--- config.mk ---
export PLATFORM = sky130hd
export DESIGN_NAME = strict_utf8_validator
export DESIGN_NICKNAME = d
export VERILOG_FILES = /design/src/design/utf8v_pkg.sv /design/src/design/utf8v_step.sv /design/src/design/strict_utf8_validator.sv
export SDC_FILE = /design/constraint.sdc
export NUM_CORES = 1
export LEC_CHECK = 0
export BUFFER_PORTS_ARGS = -buffer_cell sky130_fd_sc_hd__buf_2
export CAP_MARGIN = 5
export CORE_MARGIN = 2
export CORE_UTILIZATION = 39
export DETAILED_ROUTE_END_ITERATION = 10
export PLACE_DENSITY = 0.74
export SLEW_MARGIN = 25
export SYNTH_ARGS = -nofsm -noshare
export SYNTH_HDL_FRONTEND = slang
export SYNTH_SLANG_ARGS = --single-unit
--- constraint.sdc ---
create_clock -name clk_i -period 1.8 [get_ports clk_i]
set_input_delay 0.09 -clock clk_i [delete_from_list [all_inputs] [get_ports clk_i]]
set_output_delay 0.09 -clock clk_i [all_outputs]
set_load 0.01 [all_outputs]
--- src/design/utf8v_pkg.sv ---
// ----------------------------------------------------------------------------
// utf8v_pkg
// Types and byte constants shared by the strict UTF-8 validator modules.
// ----------------------------------------------------------------------------
package utf8v_pkg;

  typedef enum logic [2:0] {
    RULE_NONE,
    RULE_E0,
    RULE_ED,
    RULE_F0,
    RULE_F4
  } rule_e;

  typedef struct packed {
    logic [1:0] cont_left;
    rule_e      rule;
    logic       err;
  } utf8v_state_t;

  localparam logic [7:0] ByteNul      = 8'h00;
  localparam logic [7:0] ByteAsciiMax = 8'h7f;
  localparam logic [7:0] ByteContMask = 8'hc0;
  localparam logic [7:0] ByteContTag  = 8'h80;
  localparam logic [7:0] ByteContMax  = 8'hbf;
  localparam logic [7:0] ByteLead2Min = 8'hc2;
  localparam logic [7:0] ByteLead2Max = 8'hdf;
  localparam logic [7:0] ByteLead3Min = 8'he0;
  localparam logic [7:0] ByteLead3Max = 8'hef;
  localparam logic [7:0] ByteLeadEd   = 8'hed;
  localparam logic [7:0] ByteLead4Min = 8'hf0;
  localparam logic [7:0] ByteLead4Max = 8'hf4;
  localparam logic [7:0] ByteE0SecMin = 8'ha0;
  localparam logic [7:0] ByteEdSecMax = 8'h9f;
  localparam logic [7:0] ByteF0SecMin = 8'h90;
  localparam logic [7:0] ByteF4SecMax = 8'h8f;

  localparam logic [1:0] ContNone = 2'd0;
  localparam logic [1:0] ContOne  = 2'd1;
  localparam logic [1:0] ContTwo  = 2'd2;
  localparam logic [1:0] ContThree = 2'd3;

  localparam utf8v_state_t StateClear = '{cont_left: ContNone, rule: RULE_NONE, err: 1'b0};

endpackage

--- src/design/utf8v_step.sv ---
// ----------------------------------------------------------------------------
// utf8v_step
// Next-state and verdict logic for one message byte of the validator.
// ----------------------------------------------------------------------------
module utf8v_step
  import utf8v_pkg::*;
(
  input  utf8v_state_t state_i,
  input  logic [7:0]   data_byte_i,
  input  logic         last_byte_i,
  input  logic         empty_message_i,
  output utf8v_state_t state_o,
  output logic         result_o,
  output logic         verdict_o
);

  utf8v_state_t upd;
  logic         cont_ok;

  always_comb begin
    unique case (state_i.rule)
      RULE_E0: cont_ok = (data_byte_i >= ByteE0SecMin) && (data_byte_i <= ByteContMax);
      RULE_ED: cont_ok = (data_byte_i >= ByteContTag) && (data_byte_i <= ByteEdSecMax);
      RULE_F0: cont_ok = (data_byte_i >= ByteF0SecMin) && (data_byte_i <= ByteContMax);
      RULE_F4: cont_ok = (data_byte_i >= ByteContTag) && (data_byte_i <= ByteF4SecMax);
      default: cont_ok = (data_byte_i & ByteContMask) == ByteContTag;
    endcase
  end

  always_comb begin
    upd = state_i;
    if (state_i.cont_left != ContNone) begin
      if (!cont_ok) begin
        upd.err = 1'b1;
      end
      upd.cont_left = state_i.cont_left - 2'd1;
      upd.rule      = RULE_NONE;
    end else begin
      upd.rule = RULE_NONE;
      priority if (data_byte_i == ByteNul) begin
        upd.err = 1'b1;
      end else if (data_byte_i <= ByteAsciiMax) begin
        upd.cont_left = ContNone;
      end else if ((data_byte_i >= ByteLead2Min) && (data_byte_i <= ByteLead2Max)) begin
        upd.cont_left = ContOne;
      end else if ((data_byte_i >= ByteLead3Min) && (data_byte_i <= ByteLead3Max)) begin
        upd.cont_left = ContTwo;
        if (data_byte_i == ByteLead3Min) begin
          upd.rule = RULE_E0;
        end else if (data_byte_i == ByteLeadEd) begin
          upd.rule = RULE_ED;
        end
      end else if ((data_byte_i >= ByteLead4Min) && (data_byte_i <= ByteLead4Max)) begin
        upd.cont_left = ContThree;
        if (data_byte_i == ByteLead4Min) begin
          upd.rule = RULE_F0;
        end else if (data_byte_i == ByteLead4Max) begin
          upd.rule = RULE_F4;
        end
      end else begin
        upd.err = 1'b1;
      end
    end
  end

  always_comb begin
    priority if (empty_message_i) begin
      result_o  = 1'b1;
      verdict_o = 1'b1;
      state_o   = StateClear;
    end else if (last_byte_i) begin
      result_o  = 1'b1;
      verdict_o = !upd.err && (upd.cont_left == ContNone);
      state_o   = StateClear;
    end else begin
      result_o  = 1'b0;
      verdict_o = 1'b0;
      state_o   = upd;
    end
  end

endmodule

--- src/design/strict_utf8_validator.sv ---
// ----------------------------------------------------------------------------
// strict_utf8_validator
// Checks a byte stream message by message against strict UTF-8 and reports
// one verdict word per message on its last byte or for an empty message.
//
//   channel | direction | handshake               | payload
//   --------+-----------+-------------------------+-------------------------------
//   in      | input     | in_valid_i / in_ready_o | data_byte_i, last_byte_i,
//           |           |                         | empty_message_i
//   out     | output    | out_valid_o/out_ready_i | message_valid_o
//
// One byte word is taken per cycle while in_ready_o is high; a verdict is
// presented once its final byte has passed the input register into the result register.
// The sequence state advances in a single step as each byte leaves the input
// register. Reset clears both valid flags and the sequence state at once.
// A stalled result holds only the input register's final byte; other bytes
// keep flowing, so the input stalls only once a second final byte reaches the
// input register while a verdict waits.
// ----------------------------------------------------------------------------
module strict_utf8_validator
  import utf8v_pkg::*;
(
  input  logic       clk_i,
  input  logic       rst_ni,
  input  logic       in_valid_i,
  output logic       in_ready_o,
  input  logic [7:0] data_byte_i,
  input  logic       last_byte_i,
  input  logic       empty_message_i,
  output logic       out_valid_o,
  input  logic       out_ready_i,
  output logic       message_valid_o
);

  logic         s1_valid_q;
  logic [7:0]   s1_byte_q;
  logic         s1_last_q;
  logic         s1_empty_q;
  utf8v_state_t state_q;
  utf8v_state_t state_d;
  logic         step_result;
  logic         step_verdict;
  logic         s1_adv;
  logic         out_valid_q;
  logic         verdict_q;

  utf8v_step u_step (
    .state_i         (state_q),
    .data_byte_i     (s1_byte_q),
    .last_byte_i     (s1_last_q),
    .empty_message_i (s1_empty_q),
    .state_o         (state_d),
    .result_o        (step_result),
    .verdict_o       (step_verdict)
  );

  assign s1_adv     = s1_valid_q && (!step_result || !out_valid_q || out_ready_i);
  assign in_ready_o = !s1_valid_q || s1_adv;

  always_ff @(posedge clk_i or negedge rst_ni) begin
    if (!rst_ni) begin
      s1_valid_q <= 1'b0;
    end else if (in_ready_o) begin
      s1_valid_q <= in_valid_i;
    end
  end

  always_ff @(posedge clk_i) begin
    if (in_ready_o && in_valid_i) begin
      s1_byte_q  <= data_byte_i;
      s1_last_q  <= last_byte_i;
      s1_empty_q <= empty_message_i;
    end
  end

  always_ff @(posedge clk_i or negedge rst_ni) begin
    if (!rst_ni) begin
      state_q <= StateClear;
    end else if (s1_adv) begin
      state_q <= state_d;
    end
  end

  always_ff @(posedge clk_i or negedge rst_ni) begin
    if (!rst_ni) begin
      out_valid_q <= 1'b0;
    end else if (s1_adv && step_result) begin
      out_valid_q <= 1'b1;
    end else if (out_ready_i) begin
      out_valid_q <= 1'b0;
    end
  end

  always_ff @(posedge clk_i) begin
    if (s1_adv && step_result) begin
      verdict_q <= step_verdict;
    end
  end

  assign out_valid_o     = out_valid_q;
  assign message_valid_o = verdict_q;

  a_clear_after_result: assert property (@(posedge clk_i) disable iff (!rst_ni)
    (s1_adv && step_result) |=> (state_q == StateClear))
    else $error("sequence state not cleared after a verdict");

  a_rule_needs_cont: assert property (@(posedge clk_i) disable iff (!rst_ni)
    (state_q.rule != RULE_NONE) |-> state_q.cont_left[1])
    else $error("second-byte rule active without a pending multi-byte sequence");

  a_result_from_stage: assert property (@(posedge clk_i) disable iff (!rst_ni)
    $rose(out_valid_q) |-> $past(s1_valid_q && step_result))
    else $error("verdict appeared without a final byte in the input register");

  a_no_overwrite: assert property (@(posedge clk_i) disable iff (!rst_ni)
    (out_valid_q && !out_ready_i) |=> (out_valid_q && $stable(verdict_q)))
    else $error("pending verdict was overwritten or dropped");

endmodule
==> run metrics <==
status=finished, final reports clean; CP startpoint kind=flop; first-pass GRT wire length=3.05 mm; Critical-path top delay cell=or4_4; Hold Crit Class=in -> async; Max stage delay on crit path=560 ps; Fillers=202; Primary FF master, synth=edfxtp_1; Slew HR=66.2%; post-synthesis cell type count=28; Fin Hold WS=140 ps; Cell Area, Synth=870 um2; Avg Inst Size Synth=11.4 um2; cells after synthesis=76; Clock Sinks=19; Core Box Area=2170 um2; setup TNS=0 ps; root buffer cell=clkbuf_4; share of cells above drive strength 1=26.3%; Total Routed Length=1.84 mm; WS Path Type=reg -> reg; Via density=5.15; Pwr Total=0.865 mW; PD cells=735 nW/um2; Yosys reg bits=19; EDFF count, synth=11; drt first-iter violations=13; Post-CTS Setup Repair Bufs=0; Setup Slack @ Placement=69.2 ps; flip-flop and latch area=531 um2; f_max=571 MHz; final-report setup violation count=0; pin count of the biggest net entering global routing=12; sequential fraction of the synthesis area=61.0%; vias in the first global route=732; Synth warnings=0; # Max-Cap Violations=0; Reg clk slew, reported paths=110 ps; initial core utilization=40.1%; Max Slew Vio Count=0; Wirelength per Cell=13.0 um; initial antenna violation count=0; Critical Path Sink Type=flop; Initial DRT Pass Iterations=4; crit-path max FO=2; I/O pin cnt=17; critical path cell sequence=or4_4 > nand3_2 > and3_1 > o21ai_1 > a41o_1; design area=1180 um2; largest cells by area after synthesis=edfxtp_1, dfrtp_1, o21ai_0; fin crit period=1750 ps; Max IR drop VDD=0.558 mV; CTS Buf Count=3; port buffer count=16; antenna-violating nets left=0; H-tree depth=1; GR Util All Layers=15.9%; final non-filler cell total=142; arrival time of the worst setup path=1820 ps; setup slack, reg-to-reg=50 ps; Leak=0.488 nW; reg2reg end=message_valid_o$_SDFFCE_PP1P_; Critical Path RT=1870 ps; worst r2r path cells=5; Final Util=54.3%; area of the multi-input gates=332 um2; Placed Instances=126; post-CTS resize count=0; ANT cells=0; Placement Cell Area=1030 um2; Post-synth top cells=edfxtp_1, dfrtp_1, o21ai_0, nand2_1, nor2_1; worst r2r src=s1_byte_q[3]$_DFFE_PP_; CTS tree=yes; unrepaired setup endpoints after global routing=false; vias=732; clk buf depth=2; fin crit share=97.3%; endpoints failing hold=0; Yosys top cell area share=38.0%; # nets final=129; detailed-placement wirelength estimate=1.21 mm; Synth-to-Final Area Change=35.4%; clock skew=0.570 ps; Routability Congestion=0.805; total global routing overflow=0; setup ws final=48.8 ps; Async SR Flop Fraction=42.1%; dominant cell type by area after synthesis=edfxtp_1; Cell Rows=17; most common cell in the netlist=edfxtp_1; Die Area=2620 um2; clk_lat worst skew=300 ps; Die Span X=51.2 um; Worst-Margin Slew=504 ps; Die H=51.2 um; DRC violations left=0; Synth Net Count=90
-- cell usage in the layout (no fill, tap or decap), drive strengths merged, types with 2 or more instances in the layout --
cell type	n
buf	22
dlygate4sd3	12
o21ai	12
edfxtp	11
dfrtp	8
nand2	7
nor2	5
nor3	4
nand3	4
and3	3
a21oi	3
a22o	3
clkbuf	3
nand2b	2
clkinv	2
-- worst max-delay path: cells and delay by family, from the launching register on --
kind,cells,cell delay (ps)
and+or+nand+nor,3,790
DFF,1,400
AOI/OAI and AO/OA,2,330
-- routing by layer --
layer  up-vias  global-route usage, %  wire length (um)
met3         5                   1.75                66
met4         0                   7.89                36
met5         -                      0                 0
li1        369                      -                 -
met1       334                   17.7               720
met2        24                   29.9              1020
-- final cells by class --
| class | instances | area share (%) |
|---|---|---|
| clock buffers | 3 | 1.91 |
| clock inverters | 1 | 0.425 |
| inverters | 2 | 0.638 |
| multi-input cells | 55 | 28.2 |
| flip-flops and latches | 19 | 45.1 |
| well taps | 28 | 2.98 |
| repair buffers | 34 | 20.8 |
-- worst max path at each step --
| stage | endpoint | cells after the start | startpoint |
|---|---|---|---|
| final | message_valid_o$_SDFFCE_PP1P_ | 5 | s1_byte_q[3]$_DFFE_PP_ |
| after detailed placement | message_valid_o$_SDFFCE_PP1P_ | 5 | s1_byte_q[2]$_DFFE_PP_ |
| after global placement | message_valid_o$_SDFFCE_PP1P_ | 5 | s1_byte_q[3]$_DFFE_PP_ |
| after CTS | message_valid_o$_SDFFCE_PP1P_ | 5 | s1_byte_q[2]$_DFFE_PP_ |
| after floorplan | message_valid_o$_SDFFCE_PP1P_ | 5 | s1_byte_q[3]$_DFFE_PP_ |
| after global routing | message_valid_o$_SDFFCE_PP1P_ | 6 | s1_byte_q[3]$_DFFE_PP_ |
-- power by group --
group | switching (mW) | internal [mW] | leakage [nW] | total, mW
logic | 0.0632 | 0.0663 | 0.258 | 0.130
clock network | 0.136 | 0.0830 | 0.0177 | 0.219
registers | 0.0227 | 0.494 | 0.212 | 0.517
-- repair_timing --
| action | 4_1_cts | 5_1_grt |
|---|---|---|
| hold endpoints to repair | 19 | 0 |
| endpoints found under the setup margin | 0 | 0 |
| hold buffers | 12 | 0 |
-- cell families (layout without fill, tap and decap cells) --
group / after synthesis / after routing / synth area share [%]
AOI/OAI and AO/OA: 21 / 21 / 15.1
xor gates and xnor gates: 1 / 1 / 1.01
buffers and inverters: 2 / 40 / 0.862
DFF: 19 / 19 / 61.0
and+or+nand+nor: 33 / 33 / 22.0
-- state kept, by name (all words and copies together), names as in the netlist --
| signal | flops |
|---|---|
| s1_valid_q | 1 |
| s1_last_q | 1 |
| s1_byte_q | 8 |
| s1_empty_q | 1 |
| message_valid_o | 1 |
| out_valid_o | 1 |
| state_q | 6 |
Note: power is estimated with default switching activity, not from simulation.
